[src/hw/rtl/wav_pcm_stream_parser_core_assert.svh]
// ----------------------------------------------------------------------------
// wav pcm stream parser assertion macros
// concurrent checks clocked on i_clk, masked while i_rst_n is low
// ----------------------------------------------------------------------------
`ifndef WAV_PCM_STREAM_PARSER_CORE_ASSERT_SVH
`define WAV_PCM_STREAM_PARSER_CORE_ASSERT_SVH

// implication property under reset
`define WPSP_ASSERT_IMP(label, pre, post, msg) \
    label: assert property (@(posedge i_clk) disable iff (!i_rst_n) (pre) |-> (post)) \
        else $error(msg);

// next-cycle implication under reset
`define WPSP_ASSERT_NXT(label, pre, post, msg) \
    label: assert property (@(posedge i_clk) disable iff (!i_rst_n) (pre) |=> (post)) \
        else $error(msg);

`endif

[src/hw/rtl/wpsp_pkg.sv]
// ----------------------------------------------------------------------------
// wpsp_pkg
// shared types and constants of the wav pcm stream parser
// ----------------------------------------------------------------------------
package wpsp_pkg;

    localparam logic [1:0] KIND_HDR    = 2'd0;
    localparam logic [1:0] KIND_SAMPLE = 2'd1;
    localparam logic [1:0] KIND_FMT    = 2'd2;
    localparam logic [1:0] KIND_TRUNC  = 2'd3;

    localparam logic [31:0] TAG_DATA   = 32'h6174_6164;
    localparam logic [31:0] RIFF_WORD  = 32'h4646_4952;
    localparam logic [63:0] WAVE_WORD  = 64'h2074_6D66_4556_4157;

    localparam int QUEUE_DEPTH = 2;

    // one queued word from the front end
    typedef struct packed {
        logic        chk;
        logic [1:0]  kind;
        logic [15:0] chan_cnt;
        logic [31:0] rate;
        logic [4:0]  bits;
        logic [15:0] ch_idx;
        logic [15:0] smp;
        logic        fin;
    } t_rec;

    // header fields held by the front end while a check runs
    typedef struct packed {
        logic        magic_ok;
        logic        tag_data;
        logic        tag_pcm;
        logic [15:0] chan;
        logic [31:0] rate;
        logic [31:0] byte_rate;
        logic [15:0] align;
        logic [15:0] bits;
        logic [31:0] len;
    } t_hdr;

    typedef struct packed {
        logic done;
        logic ok;
    } t_rsp;

endpackage

[src/hw/rtl/wav_pcm_stream_parser_core.sv]
// ----------------------------------------------------------------------------
// wav_pcm_stream_parser_core
// wav riff pcm parser: file bytes in, header status and q1.15 samples out
// ----------------------------------------------------------------------------
//  channel  dir  tdata                         tuser  tlast
//  s        in   byte [7:0]                    -      last byte of file
//  m        out  chan/rate/bits/index/sample   kind   last word of file
//
//  one byte per cycle in header, skip, chunk and data phases unless queue full
//  after the byte that completes the header, input waits for the checks:
//  one product, one multiply and a 32-step serial modulo in the back end
//  synchronous active-low reset; a two-word queue and the output register
//  let input and output stall on their own
// ----------------------------------------------------------------------------
module wav_pcm_stream_parser_core (
    input  logic        i_clk,
    input  logic        i_rst_n,
    input  logic        i_s_tvalid,
    output logic        o_s_tready,
    input  logic [7:0]  i_s_tdata,   // in_byte [7:0]
    input  logic        i_s_tlast,
    output logic        o_m_tvalid,
    input  logic        i_m_tready,
    // channel_count [15:0], rate_hz [47:16], sample_bits [52:48],
    // channel_index [68:53], sample_q15 [84:69], zero [87:85]
    output logic [87:0] o_m_tdata,
    output logic [1:0]  o_m_tuser,   // kind [1:0]
    output logic        o_m_tlast
);
    logic           w_push;
    logic           w_full;
    logic           w_q_valid;
    logic           w_pop;
    wpsp_pkg::t_rec w_rec_in;
    wpsp_pkg::t_rec w_rec_out;
    wpsp_pkg::t_hdr w_hdr;
    wpsp_pkg::t_rsp w_rsp;
    logic [15:0]    w_chan_cnt;
    logic [31:0]    w_rate;
    logic [4:0]     w_bits;
    logic [15:0]    w_ch_idx;
    logic [15:0]    w_smp;

    wpsp_front u_front (
        .i_clk    (i_clk),
        .i_rst_n  (i_rst_n),
        .i_valid  (i_s_tvalid),
        .o_ready  (o_s_tready),
        .i_byte   (i_s_tdata),
        .i_last   (i_s_tlast),
        .i_q_full (w_full),
        .o_push   (w_push),
        .o_rec    (w_rec_in),
        .o_hdr    (w_hdr),
        .i_rsp    (w_rsp)
    );

    wpsp_queue u_queue (
        .i_clk   (i_clk),
        .i_rst_n (i_rst_n),
        .i_push  (w_push),
        .i_rec   (w_rec_in),
        .o_full  (w_full),
        .o_valid (w_q_valid),
        .o_rec   (w_rec_out),
        .i_pop   (w_pop)
    );

    wpsp_back u_back (
        .i_clk      (i_clk),
        .i_rst_n    (i_rst_n),
        .i_q_valid  (w_q_valid),
        .i_rec      (w_rec_out),
        .o_pop      (w_pop),
        .i_hdr      (w_hdr),
        .o_rsp      (w_rsp),
        .o_valid    (o_m_tvalid),
        .i_ready    (i_m_tready),
        .o_kind     (o_m_tuser),
        .o_chan_cnt (w_chan_cnt),
        .o_rate     (w_rate),
        .o_bits     (w_bits),
        .o_ch_idx   (w_ch_idx),
        .o_smp      (w_smp),
        .o_fin      (o_m_tlast)
    );

    assign o_m_tdata = {3'd0, w_smp, w_ch_idx, w_bits, w_rate, w_chan_cnt};
endmodule

[src/hw/rtl/wpsp_queue.sv]
// ----------------------------------------------------------------------------
// wpsp_queue
// two-entry word queue between front end and back end
// ----------------------------------------------------------------------------
module wpsp_queue (
    input  logic           i_clk,
    input  logic           i_rst_n,
    input  logic           i_push,
    input  wpsp_pkg::t_rec i_rec,
    output logic           o_full,
    output logic           o_valid,
    output wpsp_pkg::t_rec o_rec,
    input  logic           i_pop
);
    wpsp_pkg::t_rec r_mem [wpsp_pkg::QUEUE_DEPTH];
    logic           r_wr;
    logic           r_rd;
    logic [1:0]     r_cnt;

    assign o_full  = (r_cnt == 2'(wpsp_pkg::QUEUE_DEPTH));
    assign o_valid = (r_cnt != 2'd0);
    assign o_rec   = r_mem[r_rd];

    always_ff @(posedge i_clk) begin
        if (i_push) begin
            r_mem[r_wr] <= i_rec;
        end
    end

    always_ff @(posedge i_clk) begin
        if (!i_rst_n) begin
            r_wr  <= 1'b0;
            r_rd  <= 1'b0;
            r_cnt <= 2'd0;
        end else begin
            if (i_push) begin
                r_wr <= ~r_wr;
            end
            if (i_pop) begin
                r_rd <= ~r_rd;
            end
            r_cnt <= r_cnt + 2'(i_push) - 2'(i_pop);
        end
    end
endmodule

[src/hw/rtl/wpsp_front.sv]
// ----------------------------------------------------------------------------
// wpsp_front
// byte parser: header fields, chunk search, sample assembly
// ----------------------------------------------------------------------------
module wpsp_front (
    input  logic           i_clk,
    input  logic           i_rst_n,
    input  logic           i_valid,
    output logic           o_ready,
    input  logic [7:0]     i_byte,
    input  logic           i_last,
    input  logic           i_q_full,
    output logic           o_push,
    output wpsp_pkg::t_rec o_rec,
    output wpsp_pkg::t_hdr o_hdr,
    input  wpsp_pkg::t_rsp i_rsp
);
    localparam logic [2:0] PH_HEADER = 3'd0;
    localparam logic [2:0] PH_SKIP   = 3'd1;
    localparam logic [2:0] PH_CHUNK  = 3'd2;
    localparam logic [2:0] PH_DATA   = 3'd3;
    localparam logic [2:0] PH_DONE   = 3'd4;
    localparam logic [2:0] PH_WAIT   = 3'd5;

    logic [2:0]  r_phase, n_phase;
    logic [5:0]  r_pos, n_pos;
    logic [31:0] r_fmt_len, n_fmt_len;
    logic [15:0] r_fmt_tag, n_fmt_tag;
    logic [15:0] r_chan, n_chan;
    logic [31:0] r_rate, n_rate;
    logic [31:0] r_byte_rate, n_byte_rate;
    logic [15:0] r_align, n_align;
    logic [15:0] r_bits, n_bits;
    logic        r_magic_ok, n_magic_ok;
    logic [31:0] r_tag, n_tag;
    logic [31:0] r_len, n_len;
    logic [31:0] r_left, n_left;
    logic [15:0] r_cur_ch, n_cur_ch;
    logic [7:0]  r_low, n_low;
    logic [31:0] r_skip, n_skip;
    logic        r_wait_last, n_wait_last;

    logic        w_acc;
    logic        w_clr;
    logic        w_trunc;
    logic        w_finish;
    logic [16:0] w_ch_inc;

    assign o_ready = (r_phase != PH_WAIT) && !i_q_full;
    assign w_acc   = i_valid && o_ready;

    assign o_hdr.magic_ok  = r_magic_ok;
    assign o_hdr.tag_data  = (r_tag == wpsp_pkg::TAG_DATA);
    assign o_hdr.tag_pcm   = (r_fmt_tag == 16'd1);
    assign o_hdr.chan      = r_chan;
    assign o_hdr.rate      = r_rate;
    assign o_hdr.byte_rate = r_byte_rate;
    assign o_hdr.align     = r_align;
    assign o_hdr.bits      = r_bits;
    assign o_hdr.len       = r_len;

    assign w_ch_inc = {1'b0, r_cur_ch} + 17'd1;

    always_comb begin
        n_phase     = r_phase;
        n_pos       = r_pos;
        n_fmt_len   = r_fmt_len;
        n_fmt_tag   = r_fmt_tag;
        n_chan      = r_chan;
        n_rate      = r_rate;
        n_byte_rate = r_byte_rate;
        n_align     = r_align;
        n_bits      = r_bits;
        n_magic_ok  = r_magic_ok;
        n_tag       = r_tag;
        n_len       = r_len;
        n_left      = r_left;
        n_cur_ch    = r_cur_ch;
        n_low       = r_low;
        n_skip      = r_skip;
        n_wait_last = r_wait_last;
        w_trunc     = 1'b0;
        w_finish    = 1'b0;
        o_push      = 1'b0;
        o_rec.chk      = 1'b0;
        o_rec.kind     = wpsp_pkg::KIND_TRUNC;
        o_rec.ch_idx   = 16'd0;
        o_rec.smp      = 16'd0;
        o_rec.fin      = 1'b1;

        if (w_acc) begin
            unique case (r_phase)
                PH_HEADER: begin
                    if (r_pos < 6'd4) begin
                        if (i_byte != wpsp_pkg::RIFF_WORD[8*r_pos[1:0] +: 8]) begin
                            n_magic_ok = 1'b0;
                        end
                    end else if (r_pos >= 6'd8 && r_pos < 6'd16) begin
                        if (i_byte != wpsp_pkg::WAVE_WORD[8*r_pos[2:0] +: 8]) begin
                            n_magic_ok = 1'b0;
                        end
                    end else if (r_pos >= 6'd16 && r_pos < 6'd20) begin
                        n_fmt_len[8*r_pos[1:0] +: 8] = i_byte;
                    end else if (r_pos >= 6'd20 && r_pos < 6'd22) begin
                        n_fmt_tag[8*r_pos[0] +: 8] = i_byte;
                    end else if (r_pos >= 6'd22 && r_pos < 6'd24) begin
                        n_chan[8*r_pos[0] +: 8] = i_byte;
                    end else if (r_pos >= 6'd24 && r_pos < 6'd28) begin
                        n_rate[8*r_pos[1:0] +: 8] = i_byte;
                    end else if (r_pos >= 6'd28 && r_pos < 6'd32) begin
                        n_byte_rate[8*r_pos[1:0] +: 8] = i_byte;
                    end else if (r_pos >= 6'd32 && r_pos < 6'd34) begin
                        n_align[8*r_pos[0] +: 8] = i_byte;
                    end else if (r_pos >= 6'd34 && r_pos < 6'd36) begin
                        n_bits[8*r_pos[0] +: 8] = i_byte;
                    end else if (r_pos >= 6'd36 && r_pos < 6'd40) begin
                        n_tag[8*r_pos[1:0] +: 8] = i_byte;
                    end else if (r_pos >= 6'd40) begin
                        n_len[8*r_pos[1:0] +: 8] = i_byte;
                    end
                    if (r_pos == 6'd35 && r_fmt_len > 32'd16) begin
                        n_skip  = r_fmt_len - 32'd16;
                        n_phase = PH_SKIP;
                        w_trunc = i_last;
                    end else if (r_pos >= 6'd43) begin
                        w_finish = 1'b1;
                    end else begin
                        n_pos   = r_pos + 6'd1;
                        w_trunc = i_last;
                    end
                end
                PH_SKIP: begin
                    n_skip = r_skip - 32'd1;
                    if (n_skip == 32'd0) begin
                        n_phase = PH_CHUNK;
                        n_pos   = 6'd0;
                    end
                    w_trunc = i_last;
                end
                PH_CHUNK: begin
                    if (r_pos == 6'd0) begin
                        n_tag = 32'd0;
                        n_len = 32'd0;
                    end
                    if (r_pos < 6'd4) begin
                        n_tag[8*r_pos[1:0] +: 8] = i_byte;
                    end else begin
                        n_len[8*r_pos[1:0] +: 8] = i_byte;
                    end
                    if (r_pos >= 6'd7) begin
                        n_pos = 6'd0;
                        if (n_tag == wpsp_pkg::TAG_DATA) begin
                            w_finish = 1'b1;
                        end else begin
                            if (n_len != 32'd0) begin
                                n_skip  = n_len;
                                n_phase = PH_SKIP;
                            end
                            w_trunc = i_last;
                        end
                    end else begin
                        n_pos   = r_pos + 6'd1;
                        w_trunc = i_last;
                    end
                end
                PH_DATA: begin
                    n_left = r_left - 32'd1;
                    if (r_bits == 16'd16 && !r_pos[0]) begin
                        n_low    = i_byte;
                        n_pos[0] = 1'b1;
                        w_trunc  = i_last;
                    end else begin
                        o_push = 1'b1;
                        if (r_bits == 16'd16) begin
                            n_pos[0]  = 1'b0;
                            o_rec.smp = {i_byte, r_low};
                        end else begin
                            o_rec.smp = {~i_byte[7], i_byte[6:0], 8'd0};
                        end
                        n_cur_ch = (w_ch_inc >= {1'b0, r_chan}) ? 16'd0 : w_ch_inc[15:0];
                        if (n_left == 32'd0) begin
                            o_rec.kind   = wpsp_pkg::KIND_SAMPLE;
                            o_rec.ch_idx = r_cur_ch;
                            n_phase      = PH_DONE;
                        end else if (i_last) begin
                            o_rec.smp = 16'd0;
                        end else begin
                            o_rec.kind   = wpsp_pkg::KIND_SAMPLE;
                            o_rec.ch_idx = r_cur_ch;
                            o_rec.fin    = 1'b0;
                        end
                    end
                end
                default: begin
                end
            endcase

            if (w_trunc) begin
                o_push = 1'b1;
            end
            // header complete: hand the checks to the back end and hold still
            if (w_finish) begin
                o_push      = 1'b1;
                o_rec.chk   = 1'b1;
                o_rec.kind  = wpsp_pkg::KIND_HDR;
                o_rec.fin   = i_last;
                n_phase     = PH_WAIT;
                n_wait_last = i_last;
            end
        end

        // header values as they stand after this byte
        o_rec.chan_cnt = n_chan;
        o_rec.rate     = n_rate;
        o_rec.bits     = n_bits[4:0];

        if (r_phase == PH_WAIT && i_rsp.done && !r_wait_last) begin
            if (!i_rsp.ok || r_len == 32'd0) begin
                n_phase = PH_DONE;
            end else begin
                n_phase  = PH_DATA;
                n_pos    = 6'd0;
                n_cur_ch = 16'd0;
                n_left   = r_len;
            end
        end
    end

    assign w_clr = (w_acc && i_last && !w_finish) ||
                   (r_phase == PH_WAIT && i_rsp.done && r_wait_last);

    always_ff @(posedge i_clk) begin
        if (!i_rst_n || w_clr) begin
            r_phase     <= PH_HEADER;
            r_pos       <= 6'd0;
            r_fmt_len   <= 32'd0;
            r_fmt_tag   <= 16'd0;
            r_chan      <= 16'd0;
            r_rate      <= 32'd0;
            r_byte_rate <= 32'd0;
            r_align     <= 16'd0;
            r_bits      <= 16'd0;
            r_magic_ok  <= 1'b1;
            r_tag       <= 32'd0;
            r_len       <= 32'd0;
            r_left      <= 32'd0;
            r_cur_ch    <= 16'd0;
            r_low       <= 8'd0;
            r_skip      <= 32'd0;
            r_wait_last <= 1'b0;
        end else begin
            r_phase     <= n_phase;
            r_pos       <= n_pos;
            r_fmt_len   <= n_fmt_len;
            r_fmt_tag   <= n_fmt_tag;
            r_chan      <= n_chan;
            r_rate      <= n_rate;
            r_byte_rate <= n_byte_rate;
            r_align     <= n_align;
            r_bits      <= n_bits;
            r_magic_ok  <= n_magic_ok;
            r_tag       <= n_tag;
            r_len       <= n_len;
            r_left      <= n_left;
            r_cur_ch    <= n_cur_ch;
            r_low       <= n_low;
            r_skip      <= n_skip;
            r_wait_last <= n_wait_last;
        end
    end
endmodule

[src/hw/rtl/wpsp_back.sv]
// ----------------------------------------------------------------------------
// wpsp_back
// result stage: header checks (product, multiply, serial modulo) and output
// ----------------------------------------------------------------------------
`include "wav_pcm_stream_parser_core_assert.svh"

module wpsp_back (
    input  logic           i_clk,
    input  logic           i_rst_n,
    input  logic           i_q_valid,
    input  wpsp_pkg::t_rec i_rec,
    output logic           o_pop,
    input  wpsp_pkg::t_hdr i_hdr,
    output wpsp_pkg::t_rsp o_rsp,
    output logic           o_valid,
    input  logic           i_ready,
    output logic [1:0]     o_kind,
    output logic [15:0]    o_chan_cnt,
    output logic [31:0]    o_rate,
    output logic [4:0]     o_bits,
    output logic [15:0]    o_ch_idx,
    output logic [15:0]    o_smp,
    output logic           o_fin
);
    localparam logic [1:0] ST_IDLE = 2'd0;
    localparam logic [1:0] ST_MUL  = 2'd1;
    localparam logic [1:0] ST_DIV  = 2'd2;
    localparam logic [1:0] ST_EMIT = 2'd3;

    logic [1:0]  r_state;
    logic [4:0]  r_cnt;
    logic        r_last;
    logic [31:0] r_prod;
    logic [31:0] r_mul;
    logic [31:0] r_dvd;
    logic [15:0] r_rem;

    logic        r_out_valid;
    logic [1:0]  r_kind;
    logic [15:0] r_chan_cnt;
    logic [31:0] r_rate;
    logic [4:0]  r_bits;
    logic [15:0] r_ch_idx;
    logic [15:0] r_smp;
    logic        r_fin;

    logic        w_out_free;
    logic [31:0] w_frame;
    logic [16:0] w_trial;
    logic [16:0] w_sub;
    logic        w_ok;

    assign w_out_free = !r_out_valid || i_ready;
    assign o_pop      = (r_state == ST_IDLE) && i_q_valid && w_out_free;
    assign w_frame    = {3'd0, r_prod[31:3]};
    assign w_trial    = {r_rem, r_dvd[31]};
    assign w_sub      = w_trial - {1'b0, i_hdr.align};

    assign w_ok = i_hdr.magic_ok && i_hdr.tag_data && i_hdr.tag_pcm &&
                  (i_hdr.byte_rate == r_mul) &&
                  ({16'd0, i_hdr.align} == w_frame) && (i_hdr.align != 16'd0) &&
                  (r_rem == 16'd0) &&
                  (i_hdr.bits == 16'd8 || i_hdr.bits == 16'd16);

    assign o_rsp.done = (r_state == ST_EMIT) && w_out_free;
    assign o_rsp.ok   = w_ok;

    always_ff @(posedge i_clk) begin
        if (!i_rst_n) begin
            r_state     <= ST_IDLE;
            r_cnt       <= 5'd0;
            r_out_valid <= 1'b0;
        end else begin
            if (i_ready) begin
                r_out_valid <= 1'b0;
            end
            unique case (r_state)
                ST_IDLE: begin
                    if (o_pop) begin
                        if (i_rec.chk) begin
                            r_state <= ST_MUL;
                        end else begin
                            r_out_valid <= 1'b1;
                        end
                    end
                end
                ST_MUL: begin
                    r_state <= ST_DIV;
                    r_cnt   <= 5'd0;
                end
                ST_DIV: begin
                    r_cnt <= r_cnt + 5'd1;
                    if (r_cnt == 5'd31) begin
                        r_state <= ST_EMIT;
                        r_cnt   <= 5'd0;
                    end
                end
                ST_EMIT: begin
                    if (w_out_free) begin
                        r_out_valid <= 1'b1;
                        r_state     <= ST_IDLE;
                    end
                end
                default: begin
                    r_state <= ST_IDLE;
                end
            endcase
        end
    end

    always_ff @(posedge i_clk) begin
        unique case (r_state)
            ST_IDLE: begin
                if (o_pop) begin
                    r_last     <= i_rec.fin;
                    r_prod     <= {16'd0, i_hdr.chan} * {16'd0, i_hdr.bits};
                    r_kind     <= i_rec.kind;
                    r_chan_cnt <= i_rec.chan_cnt;
                    r_rate     <= i_rec.rate;
                    r_bits     <= i_rec.bits;
                    r_ch_idx   <= i_rec.ch_idx;
                    r_smp      <= i_rec.smp;
                    r_fin      <= i_rec.fin;
                end
            end
            ST_MUL: begin
                r_mul <= w_frame * i_hdr.rate;
                r_dvd <= i_hdr.len;
                r_rem <= 16'd0;
            end
            ST_DIV: begin
                // one quotient bit per cycle, only the remainder is kept
                r_dvd <= {r_dvd[30:0], 1'b0};
                if (w_trial >= {1'b0, i_hdr.align}) begin
                    r_rem <= w_sub[15:0];
                end else begin
                    r_rem <= w_trial[15:0];
                end
            end
            ST_EMIT: begin
                if (w_out_free) begin
                    r_chan_cnt <= i_hdr.chan;
                    r_rate     <= i_hdr.rate;
                    r_bits     <= i_hdr.bits[4:0];
                    r_ch_idx   <= 16'd0;
                    r_smp      <= 16'd0;
                    if (!w_ok) begin
                        r_kind <= wpsp_pkg::KIND_FMT;
                        r_fin  <= 1'b1;
                    end else if (i_hdr.len == 32'd0) begin
                        r_kind <= wpsp_pkg::KIND_HDR;
                        r_fin  <= 1'b1;
                    end else if (r_last) begin
                        r_kind <= wpsp_pkg::KIND_TRUNC;
                        r_fin  <= 1'b1;
                    end else begin
                        r_kind <= wpsp_pkg::KIND_HDR;
                        r_fin  <= 1'b0;
                    end
                end
            end
            default: begin
            end
        endcase
    end

    assign o_valid    = r_out_valid;
    assign o_kind     = r_kind;
    assign o_chan_cnt = r_chan_cnt;
    assign o_rate     = r_rate;
    assign o_bits     = r_bits;
    assign o_ch_idx   = r_ch_idx;
    assign o_smp      = r_smp;
    assign o_fin      = r_fin;

    `WPSP_ASSERT_IMP(a_cnt_div_only, r_state != ST_DIV, r_cnt == 5'd0, "modulo count outside divide")
    `WPSP_ASSERT_NXT(a_rsp_pulse, o_rsp.done, !o_rsp.done, "check response longer than one cycle")
    `WPSP_ASSERT_IMP(a_nonsample_zero, r_out_valid && r_kind != wpsp_pkg::KIND_SAMPLE, r_ch_idx == 16'd0 && r_smp == 16'd0, "non-sample word carries sample data")
endmodule
[config.mk]
export PLATFORM = sky130hd
export DESIGN_NAME = wav_pcm_stream_parser_core
export DESIGN_NICKNAME = d
export VERILOG_FILES = /design/src/hw/rtl/wpsp_pkg.sv /design/src/hw/rtl/wav_pcm_stream_parser_core.sv /design/src/hw/rtl/wpsp_queue.sv /design/src/hw/rtl/wpsp_front.sv /design/src/hw/rtl/wpsp_back.sv
export VERILOG_INCLUDE_DIRS = /design/src /design/src/hw/rtl
export SDC_FILE = /design/constraint.sdc
export NUM_CORES = 2
export LEC_CHECK = 0
export ABC_AREA = 1
export BUFFER_PORTS_ARGS = -buffer_cell sky130_fd_sc_hd__clkbuf_2
export CELL_PAD_IN_SITES_DETAIL_PLACEMENT = 1
export CELL_PAD_IN_SITES_GLOBAL_PLACEMENT = 2
export CORE_MARGIN = 3
export CORE_UTILIZATION = 43
export CTS_BUF_LIST = sky130_fd_sc_hd__clkbuf_4
export DETAILED_ROUTE_END_ITERATION = 12
export GPL_ROUTABILITY_DRIVEN = 0
export PLACE_DENSITY = 0.92
export SYNTH_ARGS = -nofsm -noshare
export SYNTH_HDL_FRONTEND = slang
export SYNTH_SLANG_ARGS = --single-unit
[constraint.sdc]
create_clock -name i_clk -period 28.8 [get_ports i_clk]
set_input_delay 2.88 -clock i_clk [delete_from_list [all_inputs] [get_ports i_clk]]
set_output_delay 2.88 -clock i_clk [all_outputs]
set_load 0.03 [all_outputs]
==> run summary <==
Area Growth Syn to Fin: 7.50%
Leading area contributor after synthesis: fa_1
Maximum vdd ir drop: 76.5 uV
Largest net degree at the start of global routing: 98
Total track usage: 29.5%
Commonest cells in the netlist: nand2_1 (1817), inv_1 (1656), nor2_1 (819)
Place WS: 21.12 ns
Synth warn: 0
Clk slew on worst S/H paths: 0.07 ns
Critical path data arrival time: 8.21 ns
Peak Freq: 138 MHz
First-pass GRT wire length: 342000 um
Minimum clock period: 7.27 ns
Status: finished, final reports clean
Vias per cell: 5.39
Final worst slack: 21.53 ns
Relative slew slack: 16.6%
H-tree depth: 4
Fin. max-slew vios: 0
DRC errors left: 0
Setup crit end kind: flip-flop
CTS sink count: 712
Most used flip-flop cell after synthesis: edfxtp_1
Full die area: 149000 um2
Setup Crit Path Kind: flip-flop to flip-flop
Max_cap viols: 0
CTS max path bufs: 3
Synth area leaders: fa_1 (19%), edfxtp_1 (18%), nand2_1 (11%)
DR WL/cell: 21.9 um
Hpwl dp: 169000 um
Overall routed net length: 221000 um
Hold Vio Cnt, Final: 0
Post-CTS setup buffers: 0
CTS root buffer: clkbuf_4
EDFF count, synth: 376
Pwr per Cell Area: 49.9 nW/um2
Vias: 54265
Core box area: 143000 um2
Share of async-settable or async-resettable flops after synthesis: 0%
Share of Yosys cell area claimed by the top area cell type: 19.4%
Starting Density: 43.6%
Pleak: 33.0 nW
Crit path launch type: flip-flop
Final Cycle Share: 25.2%
Vias in the first global route: 58070
Port Buffers: 102
Skew-Pair Late Insertion Delay: 1.23 ns
Nets: 8895
Initial drt markers: 4037
Post-synthesis average cell area: 7.81 um2
Hold Crit Class: flip-flop to flip-flop
Setup TNS: 0 ns
Register area share after synthesis: 28.9%
# fillers: 17837
Die Ht: 386 um
Endpoints failing setup: 0
Routed Antenna Nets: 0
Share of cells above drive strength 1: 8.60%
Number of synthesized register bits: 712
RSZ-0062 raised after global routing: false
Antenna violations before repair: 10
Worst Path Required: 29.74 ns
Grt total ovfl: 0
Count of cell types in the netlist: 62
Mapped Cells: 7973
Slew @ Worst Pin: 1.24 ns
Hold_buf cts: 0
Worst Path Max Fanout: 17
Die extent in x: 386 um
Initial DRT Pass Iterations: 5
Site row count: 138
Mapped Area: 62200 um2
Most frequent cell after synthesis: nand2_1
TritonCTS Buffers: 195
Cts repair resizes: 0
Clock Skew: 0.111 ns
CTS tree: built
Io pins: 106
where the power goes:
| group | internal [mW] | switching [mW] |
|---|---|---|
| combinational | 0.192 | 0.776 |
| sequential | 1.29 | 0.0918 |
| clock | 0.483 | 0.503 |
metrics by stage:
stage / utilization (%) / std cells / cell area, um2 / hold WS, ns / total power, mW
2_1_floorplan: - / 7975 / 62200 / 0.437 / 1.99
5_1_grt: 46.9 / 10074 / 66900 / 0.501 / 3.50
3_5_place_dp: 45.0 / 9698 / 64200 / 0.457 / 2.36
6_report: 46.9 / 10077 / 66900 / 0.466 / 3.34
4_1_cts: 46.9 / 10064 / 66900 / 0.468 / 3.36
3_3_place_gp: 45.0 / 9698 / 64200 / 0.451 / 2.34
routing by layer:
metal	global-route usage, %	part of all wire, %	up-vias
li1	-	-	24752
met1	38.8	43	27240
met2	48.2	46	1786
met3	4.74	6.3	485
met4	13.1	4.7	2
met5	0	0.0045	-
final timing paths:
| kind | from | to | slack (ns) | cells past startpoint |
|---|---|---|---|---|
| worst min register to register | u_front.r_fmt_tag[12]$_SDFFE_PP0P_ | u_front.r_fmt_tag[12]$_SDFFE_PP0P_ | 0.47 | 2 |
| worst max-delay path | u_front.r_rate[17]$_SDFF_PP0_ | u_back.r_mul[31]$_DFFE_PN_ | 21.53 | 22 |
| worst max register to register | u_front.r_rate[17]$_SDFF_PP0_ | u_back.r_mul[31]$_DFFE_PN_ | 21.53 | 22 |
| worst min-delay path | u_front.r_fmt_tag[12]$_SDFFE_PP0P_ | u_front.r_fmt_tag[12]$_SDFFE_PP0P_ | 0.47 | 2 |
state kept, by name, indices dropped and copies added, names as in the netlist, 29 cells and up, named ones only:
name                 cells
u_front.r_rate          32
u_back.r_mul            32
u_front.r_left          32
u_back.r_dvd            32
u_back.o_rate           32
u_front.r_skip          32
u_front.r_fmt_len       32
u_back.r_prod           29
u_front.r_tag           32
u_front.r_len           32
u_queue.r_mem          178
u_front.r_byte_rate     32
cells by family (layout without fill, tap and decap cells):
logic type | Yosys count | in the layout | synth area share, %
adder cells (fa/ha/maj) | 877 | 877 | 24.9
XOR/XNOR | 173 | 173 | 2.43
multiplexers | 9 | 9 | 0.145
flip-flops | 712 | 712 | 28.9
AND/OR/NAND/NOR | 3217 | 3217 | 22.1
buffers and inverters | 2028 | 2227 | 12.7
AO/OA/AOI/OAI | 956 | 956 | 8.81
other | 1 | 16 | 0.00603
layout make-up:
| cell class | count | area, um2 | area share [%] |
|---|---|---|---|
| Antenna cell | 13 | 32.5 | 0.0486 |
| Clock inverter | 78 | 489 | 0.731 |
| Multi-Input combinational cell | 5235 | 36400 | 54.4 |
| Sequential cell | 712 | 18000 | 26.9 |
| Timing Repair Buffer | 184 | 1140 | 1.70 |
| Tap cell | 1890 | 2360 | 3.53 |
| Clock buffer | 288 | 2160 | 3.23 |
| Inverter | 1677 | 6300 | 9.41 |
layout by cell type, fill, tap and decap left out, types with 13 or more instances in the layout:
cell / count
nor2_1: 817
nor2_4: 98
diode_2: 13
ha_1: 272
a21oi_1: 388
nor3_1: 88
o22ai_1: 23
a211oi_1: 79
a211oi_2: 16
xor2_1: 113
o21ai_0: 308
fa_1: 602
nand2_1: 1817
buf_4: 81
dfxtp_1: 335
a31oi_1: 14
nor4_1: 39
clkbuf_4: 288
nand4_1: 77
xnor2_1: 60
clkinv_2: 14
or2_2: 34
inv_1: 1655
clkinv_1: 55
inv_2: 15
a22oi_1: 42
nand3_1: 205
clkbuf_2: 102
nor2_2: 15
edfxtp_1: 376
worst max-delay path, stage by stage (launching register included):
cell,delay (ns)
dfxtp_1,0.95
nand2_1,0.22
fa_1,0.56
fa_1,0.53
fa_1,0.51
fa_1,0.52
inv_1,0.06
fa_1,0.56
fa_1,0.43
fa_1,0.52
inv_1,0.06
fa_1,0.48
inv_1,0.05
ha_1,0.35
a21o_1,0.21
a31oi_1,0.19
o221ai_1,0.15
a21oi_1,0.13
nand2_1,0.12
a21oi_1,0.23
inv_1,0.06
nand2_1,0.07
nand2_1,0.05
(Power assumes the default switching activity.)
